### config.mk
export PLATFORM = sky130hd
export DESIGN_NAME = glob_pattern_matcher_core_flat
export DESIGN_NICKNAME = d
export VERILOG_FILES = /design/src/sv/gpm_pkg.sv /design/src/sv/gpm_in_if.sv /design/src/sv/gpm_out_if.sv /design/src/sv/gpm_ram.sv /design/src/sv/gpm_datapath.sv /design/src/sv/gpm_controller.sv /design/src/sv/glob_pattern_matcher_core.sv /design/src/flat_wrapper.sv
export VERILOG_INCLUDE_DIRS = /design/src /design/src/sv
export SDC_FILE = /design/constraint.sdc
export NUM_CORES = 2
export LEC_CHECK = 0
export BUFFER_PORTS_ARGS = -buffer_cell sky130_fd_sc_hd__clkbuf_2
export CAP_MARGIN = 20
export CORE_MARGIN = 1.5
export CORE_UTILIZATION = 35
export CTS_BUF_LIST = sky130_fd_sc_hd__clkbuf_16
export DETAILED_ROUTE_END_ITERATION = 12
export PLACE_DENSITY = 0.57
export SLEW_MARGIN = 30
export SYNTH_ARGS = -nofsm -noshare
export SYNTH_HDL_FRONTEND = slang
export SYNTH_HIERARCHICAL = 1
export SYNTH_SLANG_ARGS = --single-unit
### constraint.sdc
create_clock -name clk_i -period 4.6 [get_ports clk_i]
set_input_delay 0 -clock clk_i [delete_from_list [all_inputs] [get_ports clk_i]]
set_output_delay 0 -clock clk_i [all_outputs]
set_load 0.01 [all_outputs]
### src/sv/glob_pattern_matcher_core_defines.svh
// Assertion macros shared by the glob matcher RTL.
`ifndef GLOB_PATTERN_MATCHER_CORE_DEFINES_SVH
`define GLOB_PATTERN_MATCHER_CORE_DEFINES_SVH

// Same-cycle implication, sampled on clk_i, held off during reset.
`define GPM_ASSERT_IMP(lbl, ante, cons, msg) \
  lbl: assert property (@(posedge clk_i) disable iff (!rst_ni) (ante) |-> (cons)) \
    else $error(msg);

// Next-cycle implication, sampled on clk_i, held off during reset.
`define GPM_ASSERT_NXT(lbl, ante, cons, msg) \
  lbl: assert property (@(posedge clk_i) disable iff (!rst_ni) (ante) |=> (cons)) \
    else $error(msg);

`endif

### src/sv/gpm_pkg.sv
// Shared constants and controller/datapath types for the glob matcher.
`default_nettype none
package gpm_pkg;

  localparam int PATTERN_DEPTH_DEF = 64;
  localparam int TEXT_DEPTH_DEF    = 256;

  // Input command codes
  localparam logic [1:0] CMD_APPEND_PAT = 2'd0;
  localparam logic [1:0] CMD_APPEND_TXT = 2'd1;
  localparam logic [1:0] CMD_MATCH      = 2'd2;

  // Pattern syntax bytes
  localparam logic [7:0] CH_STAR   = 8'h2A;
  localparam logic [7:0] CH_QUEST  = 8'h3F;
  localparam logic [7:0] CH_LBRACK = 8'h5B;
  localparam logic [7:0] CH_RBRACK = 8'h5D;
  localparam logic [7:0] CH_CARET  = 8'h5E;
  localparam logic [7:0] CH_DASH   = 8'h2D;
  localparam logic [7:0] CH_BSLASH = 8'h5C;

  typedef enum logic [2:0] {
    P_HOLD, P_INC, P_INC2, P_RESUME, P_FROM_K, P_FROM_K1
  } p_op_e;

  typedef enum logic [1:0] {
    T_HOLD, T_INC, T_RESUME
  } t_op_e;

  typedef enum logic [2:0] {
    K_HOLD, K_FROM_P1, K_INC, K_INC2, K_INC3
  } k_op_e;

  typedef enum logic [2:0] {
    PA_P, PA_P1, PA_K, PA_K1, PA_K2
  } p_addr_e;

  typedef struct packed {
    logic    append_pat;
    logic    append_txt;
    logic    clear_bufs;
    logic    match_init;
    logic    p_rd;
    p_addr_e p_addr;
    logic    t_rd;
    p_op_e   p_op;
    t_op_e   t_op;
    logic    star_set;
    k_op_e   k_op;
    logic    cls_init;
    logic    neg_set;
    logic    hit_set;
    logic    lo_load;
    logic    out_load;
    logic    out_matched;
  } ctrl_t;

  localparam ctrl_t CTRL_NOP = '{
    append_pat: 1'b0, append_txt: 1'b0, clear_bufs: 1'b0, match_init: 1'b0,
    p_rd: 1'b0, p_addr: PA_P, t_rd: 1'b0, p_op: P_HOLD, t_op: T_HOLD,
    star_set: 1'b0, k_op: K_HOLD, cls_init: 1'b0, neg_set: 1'b0,
    hit_set: 1'b0, lo_load: 1'b0, out_load: 1'b0, out_matched: 1'b0
  };

  typedef struct packed {
    logic t_lt_nt;
    logic p_lt_np;
    logic p1_lt_np;
    logic k_lt_n;
    logic k1_lt_n;
    logic k2_lt_n;
    logic have_star;
    logic ovf;
    logic out_busy;
    logic pd_star;
    logic pd_quest;
    logic pd_lbrack;
    logic pd_bslash;
    logic pd_rbrack;
    logic pd_caret;
    logic pd_dash;
    logic pd_eq_ch;
    logic lo_bslash;
    logic lo_eq_ch;
    logic range_hit;
    logic neg;
    logic hit;
  } stat_t;

endpackage
`default_nettype wire

### src/sv/gpm_in_if.sv
// Input channel: command and data byte with valid/ready handshake.
`default_nettype none
interface gpm_in_if;
  logic       valid;
  logic       ready;
  logic [1:0] command;
  logic [7:0] data_byte;

  modport source (output valid, output command, output data_byte, input ready);
  modport sink (input valid, input command, input data_byte, output ready);
endinterface
`default_nettype wire

### src/sv/gpm_out_if.sv
// Result channel: match verdict and overflow flag with valid/ready handshake.
`default_nettype none
interface gpm_out_if;
  logic valid;
  logic ready;
  logic matched;
  logic overflow;

  modport source (output valid, output matched, output overflow, input ready);
  modport sink (input valid, input matched, input overflow, output ready);
endinterface
`default_nettype wire

### src/sv/gpm_ram.sv
// Generic single-write, single-read RAM with registered read data.
`default_nettype none
module gpm_ram #(
  parameter int WIDTH = 8,
  parameter int DEPTH = 64
) (
  input  wire logic                     clk_i,
  input  wire logic                     we_i,
  input  wire logic [$clog2(DEPTH)-1:0] waddr_i,
  input  wire logic [WIDTH-1:0]         wdata_i,
  input  wire logic                     re_i,
  input  wire logic [$clog2(DEPTH)-1:0] raddr_i,
  output logic      [WIDTH-1:0]         rdata_o
);

  logic [WIDTH-1:0] mem_q [DEPTH];

  // Write port
  always_ff @(posedge clk_i) begin
    if (we_i) begin
      mem_q[waddr_i] <= wdata_i;
    end
  end

  // Registered read, held between reads
  always_ff @(posedge clk_i) begin
    if (re_i) begin
      rdata_o <= mem_q[raddr_i];
    end
  end

endmodule
`default_nettype wire

### src/sv/gpm_datapath.sv
// Datapath: buffers, match pointers, class registers and result register.
`default_nettype none
module gpm_datapath #(
  parameter int PATTERN_DEPTH = gpm_pkg::PATTERN_DEPTH_DEF,
  parameter int TEXT_DEPTH    = gpm_pkg::TEXT_DEPTH_DEF
) (
  input  wire logic           clk_i,
  input  wire logic           rst_ni,
  input  wire gpm_pkg::ctrl_t ctrl_i,
  input  wire logic [7:0]     data_byte_i,
  input  wire logic           out_ready_i,
  output logic                out_valid_o,
  output logic                out_matched_o,
  output logic                out_overflow_o,
  output gpm_pkg::stat_t      stat_o
);

  localparam int PAW = $clog2(PATTERN_DEPTH);
  localparam int PLW = $clog2(PATTERN_DEPTH + 1);
  localparam int TAW = $clog2(TEXT_DEPTH);
  localparam int TLW = $clog2(TEXT_DEPTH + 1);

  logic [PLW-1:0] plen_q, plen_d, p_q, p_d, k_q, k_d, star_at_q, star_at_d;
  logic [TLW-1:0] tlen_q, tlen_d, t_q, t_d, star_text_q, star_text_d;
  logic           ovf_q, ovf_d, have_star_q, have_star_d;
  logic           neg_q, neg_d, hit_q, hit_d;
  logic [7:0]     lo_q, lo_d;
  logic           out_valid_q, out_valid_d;
  logic           matched_q, matched_d, ovf_out_q, ovf_out_d;

  logic [PLW:0]   p1, p2, k1, k2, k3, sa1;
  logic [TLW:0]   t1, st1;
  logic           pat_full, txt_full, pat_we, txt_we;
  logic [PAW-1:0] p_raddr;
  logic [7:0]     prd, trd, mn, mx;

  // Widened pointer arithmetic
  assign p1  = {1'b0, p_q} + 1'b1;
  assign p2  = {1'b0, p_q} + 2'd2;
  assign k1  = {1'b0, k_q} + 1'b1;
  assign k2  = {1'b0, k_q} + 2'd2;
  assign k3  = {1'b0, k_q} + 2'd3;
  assign sa1 = {1'b0, star_at_q} + 1'b1;
  assign t1  = {1'b0, t_q} + 1'b1;
  assign st1 = {1'b0, star_text_q} + 1'b1;

  assign pat_full = (plen_q == PLW'(PATTERN_DEPTH));
  assign txt_full = (tlen_q == TLW'(TEXT_DEPTH));
  assign pat_we   = ctrl_i.append_pat && !pat_full;
  assign txt_we   = ctrl_i.append_txt && !txt_full;

  // Select the pattern read address
  always_comb begin
    case (ctrl_i.p_addr)
      gpm_pkg::PA_P:  p_raddr = p_q[PAW-1:0];
      gpm_pkg::PA_P1: p_raddr = p1[PAW-1:0];
      gpm_pkg::PA_K:  p_raddr = k_q[PAW-1:0];
      gpm_pkg::PA_K1: p_raddr = k1[PAW-1:0];
      gpm_pkg::PA_K2: p_raddr = k2[PAW-1:0];
      default:        p_raddr = p_q[PAW-1:0];
    endcase
  end

  gpm_ram #(.WIDTH(8), .DEPTH(PATTERN_DEPTH)) u_pat_ram (
    .clk_i   (clk_i),
    .we_i    (pat_we),
    .waddr_i (plen_q[PAW-1:0]),
    .wdata_i (data_byte_i),
    .re_i    (ctrl_i.p_rd),
    .raddr_i (p_raddr),
    .rdata_o (prd)
  );

  gpm_ram #(.WIDTH(8), .DEPTH(TEXT_DEPTH)) u_txt_ram (
    .clk_i   (clk_i),
    .we_i    (txt_we),
    .waddr_i (tlen_q[TAW-1:0]),
    .wdata_i (data_byte_i),
    .re_i    (ctrl_i.t_rd),
    .raddr_i (t_q[TAW-1:0]),
    .rdata_o (trd)
  );

  // Buffer fill and overflow
  always_comb begin
    plen_d = plen_q;
    tlen_d = tlen_q;
    ovf_d  = ovf_q;
    if (ctrl_i.append_pat) begin
      if (pat_full) ovf_d = 1'b1;
      else          plen_d = plen_q + 1'b1;
    end
    if (ctrl_i.append_txt) begin
      if (txt_full) ovf_d = 1'b1;
      else          tlen_d = tlen_q + 1'b1;
    end
    if (ctrl_i.clear_bufs) begin
      plen_d = '0;
      tlen_d = '0;
      ovf_d  = 1'b0;
    end
  end

  // Match pointers and backtrack point
  always_comb begin
    case (ctrl_i.p_op)
      gpm_pkg::P_INC:     p_d = p1[PLW-1:0];
      gpm_pkg::P_INC2:    p_d = p2[PLW-1:0];
      gpm_pkg::P_RESUME:  p_d = sa1[PLW-1:0];
      gpm_pkg::P_FROM_K:  p_d = k_q;
      gpm_pkg::P_FROM_K1: p_d = k1[PLW-1:0];
      default:            p_d = p_q;
    endcase
    case (ctrl_i.t_op)
      gpm_pkg::T_INC:    t_d = t1[TLW-1:0];
      gpm_pkg::T_RESUME: t_d = st1[TLW-1:0];
      default:           t_d = t_q;
    endcase
    star_at_d   = star_at_q;
    star_text_d = star_text_q;
    have_star_d = have_star_q;
    if (ctrl_i.star_set) begin
      star_at_d   = p_q;
      star_text_d = t_q;
      have_star_d = 1'b1;
    end
    if (ctrl_i.t_op == gpm_pkg::T_RESUME) begin
      star_text_d = st1[TLW-1:0];
    end
    if (ctrl_i.match_init) begin
      p_d         = '0;
      t_d         = '0;
      have_star_d = 1'b0;
    end
  end

  // Class walk registers
  always_comb begin
    case (ctrl_i.k_op)
      gpm_pkg::K_FROM_P1: k_d = p1[PLW-1:0];
      gpm_pkg::K_INC:     k_d = k1[PLW-1:0];
      gpm_pkg::K_INC2:    k_d = k2[PLW-1:0];
      gpm_pkg::K_INC3:    k_d = k3[PLW-1:0];
      default:            k_d = k_q;
    endcase
    neg_d = ctrl_i.cls_init ? 1'b0 : (neg_q | ctrl_i.neg_set);
    hit_d = ctrl_i.cls_init ? 1'b0 : (hit_q | ctrl_i.hit_set);
    lo_d  = ctrl_i.lo_load ? prd : lo_q;
  end

  // Result register: load on verdict, drop once taken
  always_comb begin
    out_valid_d = out_valid_q && !out_ready_i;
    matched_d   = matched_q;
    ovf_out_d   = ovf_out_q;
    if (ctrl_i.out_load) begin
      out_valid_d = 1'b1;
      matched_d   = ctrl_i.out_matched;
      ovf_out_d   = ovf_q;
    end
  end

  always_ff @(posedge clk_i or negedge rst_ni) begin
    if (!rst_ni) begin
      plen_q      <= '0;
      tlen_q      <= '0;
      ovf_q       <= 1'b0;
      have_star_q <= 1'b0;
      out_valid_q <= 1'b0;
    end else begin
      plen_q      <= plen_d;
      tlen_q      <= tlen_d;
      ovf_q       <= ovf_d;
      have_star_q <= have_star_d;
      out_valid_q <= out_valid_d;
    end
  end

  always_ff @(posedge clk_i) begin
    p_q         <= p_d;
    t_q         <= t_d;
    k_q         <= k_d;
    star_at_q   <= star_at_d;
    star_text_q <= star_text_d;
    neg_q       <= neg_d;
    hit_q       <= hit_d;
    lo_q        <= lo_d;
    matched_q   <= matched_d;
    ovf_out_q   <= ovf_out_d;
  end

  // Range bounds, swapped if reversed
  assign mn = (lo_q <= prd) ? lo_q : prd;
  assign mx = (lo_q <= prd) ? prd : lo_q;

  // Status toward the controller
  always_comb begin
    stat_o.t_lt_nt   = t_q < tlen_q;
    stat_o.p_lt_np   = p_q < plen_q;
    stat_o.p1_lt_np  = p1 < {1'b0, plen_q};
    stat_o.k_lt_n    = k_q < plen_q;
    stat_o.k1_lt_n   = k1 < {1'b0, plen_q};
    stat_o.k2_lt_n   = k2 < {1'b0, plen_q};
    stat_o.have_star = have_star_q;
    stat_o.ovf       = ovf_q;
    stat_o.out_busy  = out_valid_q && !out_ready_i;
    stat_o.pd_star   = prd == gpm_pkg::CH_STAR;
    stat_o.pd_quest  = prd == gpm_pkg::CH_QUEST;
    stat_o.pd_lbrack = prd == gpm_pkg::CH_LBRACK;
    stat_o.pd_bslash = prd == gpm_pkg::CH_BSLASH;
    stat_o.pd_rbrack = prd == gpm_pkg::CH_RBRACK;
    stat_o.pd_caret  = prd == gpm_pkg::CH_CARET;
    stat_o.pd_dash   = prd == gpm_pkg::CH_DASH;
    stat_o.pd_eq_ch  = prd == trd;
    stat_o.lo_bslash = lo_q == gpm_pkg::CH_BSLASH;
    stat_o.lo_eq_ch  = lo_q == trd;
    stat_o.range_hit = (trd >= mn) && (trd <= mx);
    stat_o.neg       = neg_q;
    stat_o.hit       = hit_q;
  end

  assign out_valid_o    = out_valid_q;
  assign out_matched_o  = matched_q;
  assign out_overflow_o = ovf_out_q;

endmodule
`default_nettype wire

### src/sv/gpm_controller.sv
// Controller: one-hot sequencer for appends and the backtracking match.
`default_nettype none
module gpm_controller (
  input  wire logic           clk_i,
  input  wire logic           rst_ni,
  input  wire logic           in_valid_i,
  input  wire logic [1:0]     in_command_i,
  output logic                in_ready_o,
  input  wire gpm_pkg::stat_t stat_i,
  output gpm_pkg::ctrl_t      ctrl_o
);

  typedef enum logic [10:0] {
    S_IDLE     = 11'b000_0000_0001,
    S_LOOP     = 11'b000_0000_0010,
    S_DEC      = 11'b000_0000_0100,
    S_ESC      = 11'b000_0000_1000,
    S_CLS_HEAD = 11'b000_0001_0000,
    S_CLS_RD   = 11'b000_0010_0000,
    S_CLS_E0   = 11'b000_0100_0000,
    S_CLS_E1   = 11'b000_1000_0000,
    S_CLS_E2   = 11'b001_0000_0000,
    S_TAIL     = 11'b010_0000_0000,
    S_TAIL_D   = 11'b100_0000_0000
  } state_e;

  state_e state_q, state_d;
  logic   fail, finish, fin_match, cls_end, cls_ok;

  assign in_ready_o = (state_q == S_IDLE) && !stat_i.out_busy;
  assign cls_ok     = stat_i.neg ^ stat_i.hit;

  always_comb begin
    ctrl_o    = gpm_pkg::CTRL_NOP;
    state_d   = state_q;
    fail      = 1'b0;
    finish    = 1'b0;
    fin_match = 1'b0;
    cls_end   = 1'b0;
    case (state_q)
      S_IDLE: begin
        if (in_valid_i && in_ready_o) begin
          case (in_command_i)
            gpm_pkg::CMD_APPEND_PAT: ctrl_o.append_pat = 1'b1;
            gpm_pkg::CMD_APPEND_TXT: ctrl_o.append_txt = 1'b1;
            gpm_pkg::CMD_MATCH: begin
              if (stat_i.ovf) begin
                finish = 1'b1;
              end else begin
                ctrl_o.match_init = 1'b1;
                state_d           = S_LOOP;
              end
            end
            default: ;
          endcase
        end
      end
      // Fetch the next pattern and text bytes, or finish the text
      S_LOOP: begin
        if (stat_i.t_lt_nt) begin
          ctrl_o.p_rd   = 1'b1;
          ctrl_o.p_addr = gpm_pkg::PA_P;
          ctrl_o.t_rd   = 1'b1;
          state_d       = S_DEC;
        end else begin
          state_d = S_TAIL;
        end
      end
      // Decode one pattern element against the text byte
      S_DEC: begin
        state_d = S_LOOP;
        if (!stat_i.p_lt_np) begin
          fail = 1'b1;
        end else if (stat_i.pd_star) begin
          ctrl_o.star_set = 1'b1;
          ctrl_o.p_op     = gpm_pkg::P_INC;
        end else if (stat_i.pd_quest) begin
          ctrl_o.p_op = gpm_pkg::P_INC;
          ctrl_o.t_op = gpm_pkg::T_INC;
        end else if (stat_i.pd_lbrack) begin
          if (stat_i.p1_lt_np) begin
            ctrl_o.k_op     = gpm_pkg::K_FROM_P1;
            ctrl_o.cls_init = 1'b1;
            ctrl_o.p_rd     = 1'b1;
            ctrl_o.p_addr   = gpm_pkg::PA_P1;
            state_d         = S_CLS_HEAD;
          end else begin
            fail = 1'b1;
          end
        end else if (stat_i.pd_bslash && stat_i.p1_lt_np) begin
          ctrl_o.p_rd   = 1'b1;
          ctrl_o.p_addr = gpm_pkg::PA_P1;
          state_d       = S_ESC;
        end else if (stat_i.pd_eq_ch) begin
          ctrl_o.p_op = gpm_pkg::P_INC;
          ctrl_o.t_op = gpm_pkg::T_INC;
        end else begin
          fail = 1'b1;
        end
      end
      // Escaped literal outside a class
      S_ESC: begin
        state_d = S_LOOP;
        if (stat_i.pd_eq_ch) begin
          ctrl_o.p_op = gpm_pkg::P_INC2;
          ctrl_o.t_op = gpm_pkg::T_INC;
        end else begin
          fail = 1'b1;
        end
      end
      // Optional negation mark
      S_CLS_HEAD: begin
        if (stat_i.pd_caret) begin
          ctrl_o.neg_set = 1'b1;
          ctrl_o.k_op    = gpm_pkg::K_INC;
        end
        state_d = S_CLS_RD;
      end
      S_CLS_RD: begin
        if (stat_i.k_lt_n) begin
          ctrl_o.p_rd   = 1'b1;
          ctrl_o.p_addr = gpm_pkg::PA_K;
          state_d       = S_CLS_E0;
        end else begin
          cls_end     = 1'b1;
          ctrl_o.p_op = gpm_pkg::P_FROM_K;
        end
      end
      // First byte of a class member
      S_CLS_E0: begin
        if (stat_i.pd_rbrack) begin
          cls_end     = 1'b1;
          ctrl_o.p_op = gpm_pkg::P_FROM_K1;
        end else begin
          ctrl_o.lo_load = 1'b1;
          if (stat_i.k1_lt_n) begin
            ctrl_o.p_rd   = 1'b1;
            ctrl_o.p_addr = gpm_pkg::PA_K1;
            state_d       = S_CLS_E1;
          end else begin
            ctrl_o.hit_set = stat_i.pd_eq_ch;
            ctrl_o.k_op    = gpm_pkg::K_INC;
            state_d        = S_CLS_RD;
          end
        end
      end
      // Escape, range start or plain member
      S_CLS_E1: begin
        state_d = S_CLS_RD;
        if (stat_i.lo_bslash) begin
          ctrl_o.hit_set = stat_i.pd_eq_ch;
          ctrl_o.k_op    = gpm_pkg::K_INC2;
        end else if (stat_i.pd_dash && stat_i.k2_lt_n) begin
          ctrl_o.p_rd   = 1'b1;
          ctrl_o.p_addr = gpm_pkg::PA_K2;
          state_d       = S_CLS_E2;
        end else begin
          ctrl_o.hit_set = stat_i.lo_eq_ch;
          ctrl_o.k_op    = gpm_pkg::K_INC;
        end
      end
      // Range end, unless it closes the class
      S_CLS_E2: begin
        state_d = S_CLS_RD;
        if (!stat_i.pd_rbrack) begin
          ctrl_o.hit_set = stat_i.range_hit;
          ctrl_o.k_op    = gpm_pkg::K_INC3;
        end else begin
          ctrl_o.hit_set = stat_i.lo_eq_ch;
          ctrl_o.k_op    = gpm_pkg::K_INC;
        end
      end
      // Skip trailing stars after the text is consumed
      S_TAIL: begin
        if (stat_i.p_lt_np) begin
          ctrl_o.p_rd   = 1'b1;
          ctrl_o.p_addr = gpm_pkg::PA_P;
          state_d       = S_TAIL_D;
        end else begin
          finish    = 1'b1;
          fin_match = 1'b1;
        end
      end
      S_TAIL_D: begin
        if (stat_i.pd_star) begin
          ctrl_o.p_op = gpm_pkg::P_INC;
          state_d     = S_TAIL;
        end else begin
          finish = 1'b1;
        end
      end
      default: state_d = S_IDLE;
    endcase

    // Close a class: advance text on a hit, else mismatch
    if (cls_end) begin
      state_d = S_LOOP;
      if (cls_ok) ctrl_o.t_op = gpm_pkg::T_INC;
      else        fail = 1'b1;
    end

    // Backtrack to the last star, or give up
    if (fail) begin
      if (stat_i.have_star) begin
        ctrl_o.p_op = gpm_pkg::P_RESUME;
        ctrl_o.t_op = gpm_pkg::T_RESUME;
        state_d     = S_LOOP;
      end else begin
        finish = 1'b1;
      end
    end

    // Emit the verdict and clear the buffers
    if (finish) begin
      ctrl_o.out_load    = 1'b1;
      ctrl_o.out_matched = fin_match;
      ctrl_o.clear_bufs  = 1'b1;
      state_d            = S_IDLE;
    end
  end

  always_ff @(posedge clk_i or negedge rst_ni) begin
    if (!rst_ni) begin
      state_q <= S_IDLE;
    end else begin
      state_q <= state_d;
    end
  end

endmodule
`default_nettype wire

### src/sv/glob_pattern_matcher_core.sv
// Glob matcher top level: channel plumbing, controller, datapath, checks.
//
// Usage: send transactions on in_i. Command append-pattern and append-text
// store data_byte into a 64-byte pattern buffer and a 256-byte text buffer
// (sizes set by parameters); appends are taken one per cycle, back to back, while no result is stalled.
// A full buffer drops the byte and flags overflow. Command match runs a
// greedy wildcard match ('*', '?', bracket classes, backslash escapes) and
// sends one transaction on out_o with matched and overflow; both buffers and
// the flag are then cleared. Unused command 3 is dropped.
// A match walks the pattern element by element, with extra states for an
// escape, for opening, walking and closing a class, and for each trailing
// star; each backtrack to the last star restarts that walk, so match time
// grows with pattern times text length. The pattern memory's single
// registered read port paces the walk.
// The result is valid the cycle after the verdict; with overflow pending the
// result is loaded in the accept cycle.
// Reset clears lengths, flag, sequencer and result valid; no memory sweep.
// A stalled result is held in the output register, and no new transaction,
// append or match, is taken until the result is taken.
`default_nettype none
`include "glob_pattern_matcher_core_defines.svh"
module glob_pattern_matcher_core #(
  parameter int PATTERN_DEPTH = gpm_pkg::PATTERN_DEPTH_DEF,
  parameter int TEXT_DEPTH    = gpm_pkg::TEXT_DEPTH_DEF
) (
  input  wire logic  clk_i,
  input  wire logic  rst_ni,
  gpm_in_if.sink     in_i,
  gpm_out_if.source  out_o
);

  gpm_pkg::ctrl_t ctrl;
  gpm_pkg::stat_t stat;

  gpm_controller u_ctrl (
    .clk_i        (clk_i),
    .rst_ni       (rst_ni),
    .in_valid_i   (in_i.valid),
    .in_command_i (in_i.command),
    .in_ready_o   (in_i.ready),
    .stat_i       (stat),
    .ctrl_o       (ctrl)
  );

  gpm_datapath #(
    .PATTERN_DEPTH (PATTERN_DEPTH),
    .TEXT_DEPTH    (TEXT_DEPTH)
  ) u_dp (
    .clk_i          (clk_i),
    .rst_ni         (rst_ni),
    .ctrl_i         (ctrl),
    .data_byte_i    (in_i.data_byte),
    .out_ready_i    (out_o.ready),
    .out_valid_o    (out_o.valid),
    .out_matched_o  (out_o.matched),
    .out_overflow_o (out_o.overflow),
    .stat_o         (stat)
  );

  // Checks
  `GPM_ASSERT_IMP(a_ready_needs_free_out, in_i.ready, !out_o.valid || out_o.ready, "input taken while result stalled")
  `GPM_ASSERT_IMP(a_no_match_on_overflow, out_o.valid && out_o.matched, !out_o.overflow, "match reported with overflow")
  `GPM_ASSERT_NXT(a_append_no_result, in_i.valid && in_i.ready && in_i.command == gpm_pkg::CMD_APPEND_PAT, !$rose(out_o.valid), "append produced a result")

endmodule
`default_nettype wire

### src/flat_wrapper.sv
// flat-port wrapper written by rule: the top's interface ports become plain ports
module glob_pattern_matcher_core_flat 
#(
  parameter int PATTERN_DEPTH = gpm_pkg::PATTERN_DEPTH_DEF,
  parameter int TEXT_DEPTH    = gpm_pkg::TEXT_DEPTH_DEF
)
  (clk_i, rst_ni, in_i_valid, in_i_command, in_i_data_byte, in_i_ready, out_o_valid, out_o_matched, out_o_overflow, out_o_ready);
  gpm_in_if in_i_i ();
  gpm_out_if out_o_i ();
  input  wire logic clk_i;
  input  wire logic rst_ni;
  input wire logic [$bits(in_i_i.valid)-1:0] in_i_valid;
  input wire logic [$bits(in_i_i.command)-1:0] in_i_command;
  input wire logic [$bits(in_i_i.data_byte)-1:0] in_i_data_byte;
  output wire logic [$bits(in_i_i.ready)-1:0] in_i_ready;
  output wire logic [$bits(out_o_i.valid)-1:0] out_o_valid;
  output wire logic [$bits(out_o_i.matched)-1:0] out_o_matched;
  output wire logic [$bits(out_o_i.overflow)-1:0] out_o_overflow;
  input wire logic [$bits(out_o_i.ready)-1:0] out_o_ready;
  assign in_i_i.valid = in_i_valid;
  assign in_i_i.command = in_i_command;
  assign in_i_i.data_byte = in_i_data_byte;
  assign in_i_ready = in_i_i.ready;
  assign out_o_valid = out_o_i.valid;
  assign out_o_matched = out_o_i.matched;
  assign out_o_overflow = out_o_i.overflow;
  assign out_o_i.ready = out_o_ready;
  glob_pattern_matcher_core #(.PATTERN_DEPTH(PATTERN_DEPTH), .TEXT_DEPTH(TEXT_DEPTH)) u_core (.clk_i(clk_i), .rst_ni(rst_ni), .in_i(in_i_i), .out_o(out_o_i));
endmodule
Yosys cells after proc, flatten, opt, wreduce, memory -nomap -nowiden
Memories as Yosys holds them, arrays and structs flattened. A register that Yosys moved wholly into a read port is not among the register bits.
Index checks and enable logic that the tools add are counted.
{"block": "word_totals", "register_bits": 81, "input_bits": 14, "output_inout_bits": 4, "n_memories": 2, "ram_bits": 2560, "latchBits": 0, "mem_bits_ro": 0, "word_cells": 244}
{"block": "op_classes", "n_mux": 138, "reduce_logical": 24, "magnitude_cmp": 9, "div": 0, "n_mul": 0, "n_eq_ne": 42, "bitwise_logic": 3, "addsub": 10, "shifts": 0}
{"name": "u_core.u_dp.u_txt_ram.mem_q", "words": 256, "width": 8, "read_ports": 1, "rd_ports_with_merged_regs": 1, "wr": 1, "line_no": "gpm_ram.sv:16", "text": "logic [WIDTH-1:0] mem_q [DEPTH];"}
{"name": "u_core.u_dp.u_pat_ram.mem_q", "words": 64, "width": 8, "read_ports": 1, "rd_ports_with_merged_regs": 1, "wr": 1, "line_no": "gpm_ram.sv:16"}
{"operator": "$mux 11", "n": 16}
{"operator": "$pmux 11 s10", "n": 1}
{"operator": "$mux 4", "n": 14}
{"operator": "$mux 9", "n": 6}
{"operator": "$mux 1", "n": 50}
{"operator": "$eq 8x7->1 const B", "n": 5}
{"operator": "$mux 5", "n": 7}
{"operator": "$pmux 7 s5", "n": 1}
{"operator": "$mux 2", "n": 16}
{"operator": "$pmux 3 s5", "n": 2}
{"operator": "$pmux 7 s4", "n": 1}
{"operator": "$add 9x1->9 const B", "n": 3}
{"operator": "$eq 8x6->1 const B", "n": 3}
{"operator": "$lt 8x7->1", "n": 3}
{"operator": "$mux 3", "n": 8}
{"operator": "$mux 8", "n": 3}
{"operator": "$pmux 4 s6", "n": 1}
{"operator": "$pmux 6 s4", "n": 1}
{"operator": "$mux 7", "n": 3}
{"operator": "$mux 10", "n": 2}
{"operator": "$eq 3x2->1 const B", "n": 6}
{"operator": "$pmux 9 s2", "n": 1}
{"operator": "$add 7x1->8 const B", "n": 2}
{"operator": "$eq 8x8->1", "n": 2}
{"operator": "38 further kinds", "n": 69}

Longest topological paths before layout
{"block": "logic_depth", "word_depth": 18, "mapped_depth": 27, "depth_no_buf": 22}

Hierarchy
Netlist, hierarchy kept.
{"mod": "gpm_ram (u_core.u_dp.u_txt_ram)", "cells_each": 3733, "seq_area_each_um2": 61739.2, "instances": 1, "area_per_inst_um2": 79636.4}
{"mod": "gpm_ram (u_core.u_dp.u_pat_ram)", "cells_each": 972, "seq_area_each_um2": 15615.0, "instances": 1, "area_per_inst_um2": 20270.7}
{"mod": "gpm_datapath", "cells_each": 757, "seq_area_each_um2": 1826.8, "instances": 1, "area_per_inst_um2": 6457.4}
{"mod": "gpm_controller", "cells_each": 168, "seq_area_each_um2": 276.5, "instances": 1, "area_per_inst_um2": 1302.5}

Worst setup path before layout
Ideal clock, no wire load.
{"block": "synth_path", "path_kind": "register -> register", "start": "register u_core.u_dp.k_q[3]", "end": "register u_core.u_dp.u_pat_ram.rdata_o[7] (read register of u_core.u_dp.u_pat_ram.mem_q), data pin", "required_ns": 4.331, "path_slack_ns": -0.234, "setup_ns": 0.269, "stages_incl_launch_ff": 22, "arrival_ns": 4.565, "n_path_buf": 5, "period_less_slack_ns": 4.834, "path_cell_list": "edfxtp_1 buf_4 nand3_1 nor2_1 xnor2_1 ha_1 a211o_1 a31oi_1 nand2_1 nor3_1 buf_4 clkbuf_1 nor2_1 a22oi_1 o21ai_0 a21oi_1 buf_6 buf_6 mux4_2 mux4_2 o2111ai_1 o41ai_1"}
{"item": "start, declared", "line_no": "gpm_datapath.sv:23", "text": "logic [PLW-1:0] plen_q, plen_d, p_q, p_d, k_q, k_d, star_at_q, star_at_d;"}
{"item": "start signal, assigned", "line_no": "gpm_datapath.sv:182", "text": "k_q <= k_d;"}
{"item": "end, declared", "line_no": "gpm_ram.sv:13", "text": "output logic [WIDTH-1:0] rdata_o"}

==> impl_results.md <==
- Status: finished, violations left
- Failing checks: setup timing
- Final min period: around 4.8 ns
- Synth warnings: 6
- VDD IR max: just over 0.3 mV
- Fin cells: between 10k and 15k
- Overall power: 53.3 mW
- H-Tree Depth: 5
- Reg2reg setup slack: -0.18 ns
- Final instance area: around 0.13 mm2
- Via count: 58.0k
- Synthesized area: ~0.11 mm2
- CP Launch Type: register
- Register bit total from synthesis: around 2.7k
- Skew final: between 0.07 and 0.08 ns
- DRT Wirelength: between 200000 and 300000 um
- EDFF count, synth: 2609
- Most common cell after layout, fill and taps aside: edfxtp_1
- RSZ-0062 raised after global routing: true
- Final period util: 104%
- HP Class: in -> reg
- Row count: 203
- Dpl cells: approximately 10k
- Remaining antenna violation count after routing: 0
- Largest net degree at the start of global routing: roughly 150
- DRT Pass-1 Iters: 6
- Post-Syn Instances: 5630
- CP arrival: 5.51 ns
- Final Hold Viols: 0
- First-pass GRT wire length: between 400000 and 500000 um
- Die Area: between 0.3 and 0.4 mm2
- CTS max path bufs: 4
- CTS Root Cell: clkbuf_16
- Netlist cell types: ~110
- Placed Area: 0.117 mm2
- Max cap viols: 0
- Final Setup Violations: 8
- Gr usage total: a little under a fifth
- Setup TNS: -0.879 ns
- Async set-reset flop share out of synthesis: under 10%
- Syn_area_per_cell: 19.1 um2
- Routability cong.: between 0.8 and 0.9
- Cell Pwr Density: about 420 mW/mm2
- Chip height: 558 um
- Avg WL per Cell: ~27 um
- Top FF cell, synth: edfxtp_1
- Fmax: around 0.21 GHz
- CP Capture Type: register
- Initial Util: about a third
- Remaining global-route overflow: 0
- Area delta synth->final: 18.1%
- IO Count: 18
- CORE AREA: ~0.31 mm2
- Slew Limit Headroom: 20.0%
- Layout cells sized above 1: around 29%
- CP Max Fanout: 20
- Most frequent cells in the layout: edfxtp_1 (2609), buf_4 (716), mux4_2 (578)
- Initial antenna violation count: 10
- Residual DRC: 0
- Initial DRC Count: approximately 6k
- Vias in the first global route: approximately 58k
- Fin nets: between 6k and 7k
- Syn Nets: ~5.7k
- Post-DP HPWL: roughly 180000 um
- Yosys top cell by area: edfxtp_1
- Clk slew on worst S/H paths: around 0.060 ns
- Port Buffers: 17
- Worst-skew pair later-pin latency: ~0.86 ns
- Die W: between 500 and 600 um
- CTS Buf Count: between 200 and 300
- Final Max Tran Viols: 0
- Post-route setup slack: -0.182 ns
- Measured slew at the worst slew-check pin: between 1 and 1.5 ns
- Drt via density: between 5 and 6
- # clock sinks: between 2k and 3k
- CP Data Required Time: around 5.3 ns
- Lkg Pwr: approximately 40 nW
- Sequential area share after synthesis: about three quarters
- Synth top area cells: edfxtp_1 (73%), mux4_2 (12%), mux2i_1 (1.6%)
- CP Class: reg -> reg
- Top cell type's share of synthesized area: 72.8%
- TritonCTS clock tree: built
==> flip-flops by register name, indices dropped and copies added (netlist names), 9 cells and up <==
| signal | cells |
|---|---|
| u_core/u_dp/star_text_q | 9 |
| u_core/u_ctrl/state_q | 11 |
| u_core/u_dp/tlen_q | 9 |
| u_core/u_dp/t_q | 9 |
| u_core/u_dp/u_txt_ram/mem_q | 2048 |
| u_core/u_dp/u_pat_ram/mem_q | 512 |
==> report_power, final <==
part	leakage, nW	internal, mW	switching [mW]
logic	11.6	1.79	2.90
clock network	4.46	12.5	9.13
registers	24.0	26.7	0.181
total	40.1	41.1	12.2
==> worst max-delay path: stages, from the launching register on <==
cell and delay (ns):
edfxtp_1 0.45, buf_6 0.14, ha_4 0.15, nand3_2 0.08, or3_4 0.40, nand2_4 0.10
ha_4 0.20, a221o_1 0.34, a31oi_4 0.21, a21o_4 0.18, buf_4 0.13, buf_4 0.13
nor3b_4 0.05, buf_4 0.14, a32oi_1 0.25, a21oi_4 0.10, buf_12 0.15, buf_12 0.16
mux2i_1 0.15, mux4_2 0.47, o211ai_1 0.45, a32o_1 0.24
==> worst paths after layout <==
kind / startpoint / endpoint / depth (start not counted)
setup / recovery: u_core/u_dp/k_q[1] / u_core/u_dp/u_pat_ram/rdata_o[2] / 21
hold / removal: in_i_valid / u_core/u_dp/tlen_q[3] / 7
setup reg to reg: u_core/u_dp/k_q[1] / u_core/u_dp/u_pat_ram/rdata_o[2] / 21
hold reg to reg: u_core/u_dp/neg_q / u_core/u_dp/neg_q / 2
max in group asynchronous: rst_ni / u_core/u_dp/ovf_q / 4
min in group asynchronous: rst_ni / u_core/u_dp/out_valid_o / 4
==> synth_stat cells (all sizes together) (57+ instances only) <==
| cell | instances |
|---|---|
| a21oi | 149 |
| a22oi | 146 |
| buf | 195 |
| clkbuf | 151 |
| edfxtp | 2609 |
| ha | 76 |
| inv | 57 |
| mux2i | 174 |
| mux4 | 580 |
| nand2 | 122 |
| nand3 | 84 |
| nor2 | 463 |
| nor2b | 59 |
| o21ai | 73 |
| o221ai | 58 |
| o22ai | 58 |
==> per-stage QoR <==
step	utilization [%]	hold WS, ns	worst slack [ns]
floorplan	-	-0.296	0.0192
global placement	38.3	0.0885	-0.850
detailed placement	38.3	0.0912	-0.868
CTS	41.4	0.0154	-0.0926
global route	41.6	0.0591	-0.312
finish	41.6	0.0601	-0.182
==> what timing repair did <==
action                                  in CTS  in global routing
cloned                                       2                  1
hold endpoints to repair                   868                  0
endpoints found under the setup margin       8                 10
pin swaps                                   23                 37
buffers inserted                            18                 15
gates resized for setup                     95                 56
hold buffers                                15                  0
==> per-layer routing <==
layer	up-vias	global-route usage [%]	share of wire [%]
li1	24700	-	-
met1	30900	25.5	43
met2	2014	29.1	48
met3	389	2.88	6.5
met4	4	4.64	2.5
met5	-	0	0.012
==> layout make-up <==
cell class | instances | area [um2]
fillers | 26900 | 179000
multi-input cells | 2567 | 26600
well taps | 4100 | 5130
flip-flops and latches | 2657 | 79500
clock inverters | 190 | 1450
clock buffers | 289 | 7230
diodes | 2 | 5.00
inverters | 60 | 226
repair buffers | 822 | 7090
==> cells by family after synthesis <==
logic type | count (synthesis) | synth area share (%)
AOI/OAI and AO/OA | 676 | 4.33
xor gates and xnor gates | 67 | 0.545
adders and majority gates | 76 | 0.883
buffers and inverters | 406 | 2.19
DFF | 2657 | 73.8
muxes | 762 | 13.8
and+or+nand+nor | 986 | 4.41
Power figures use the tool's default switching activity.
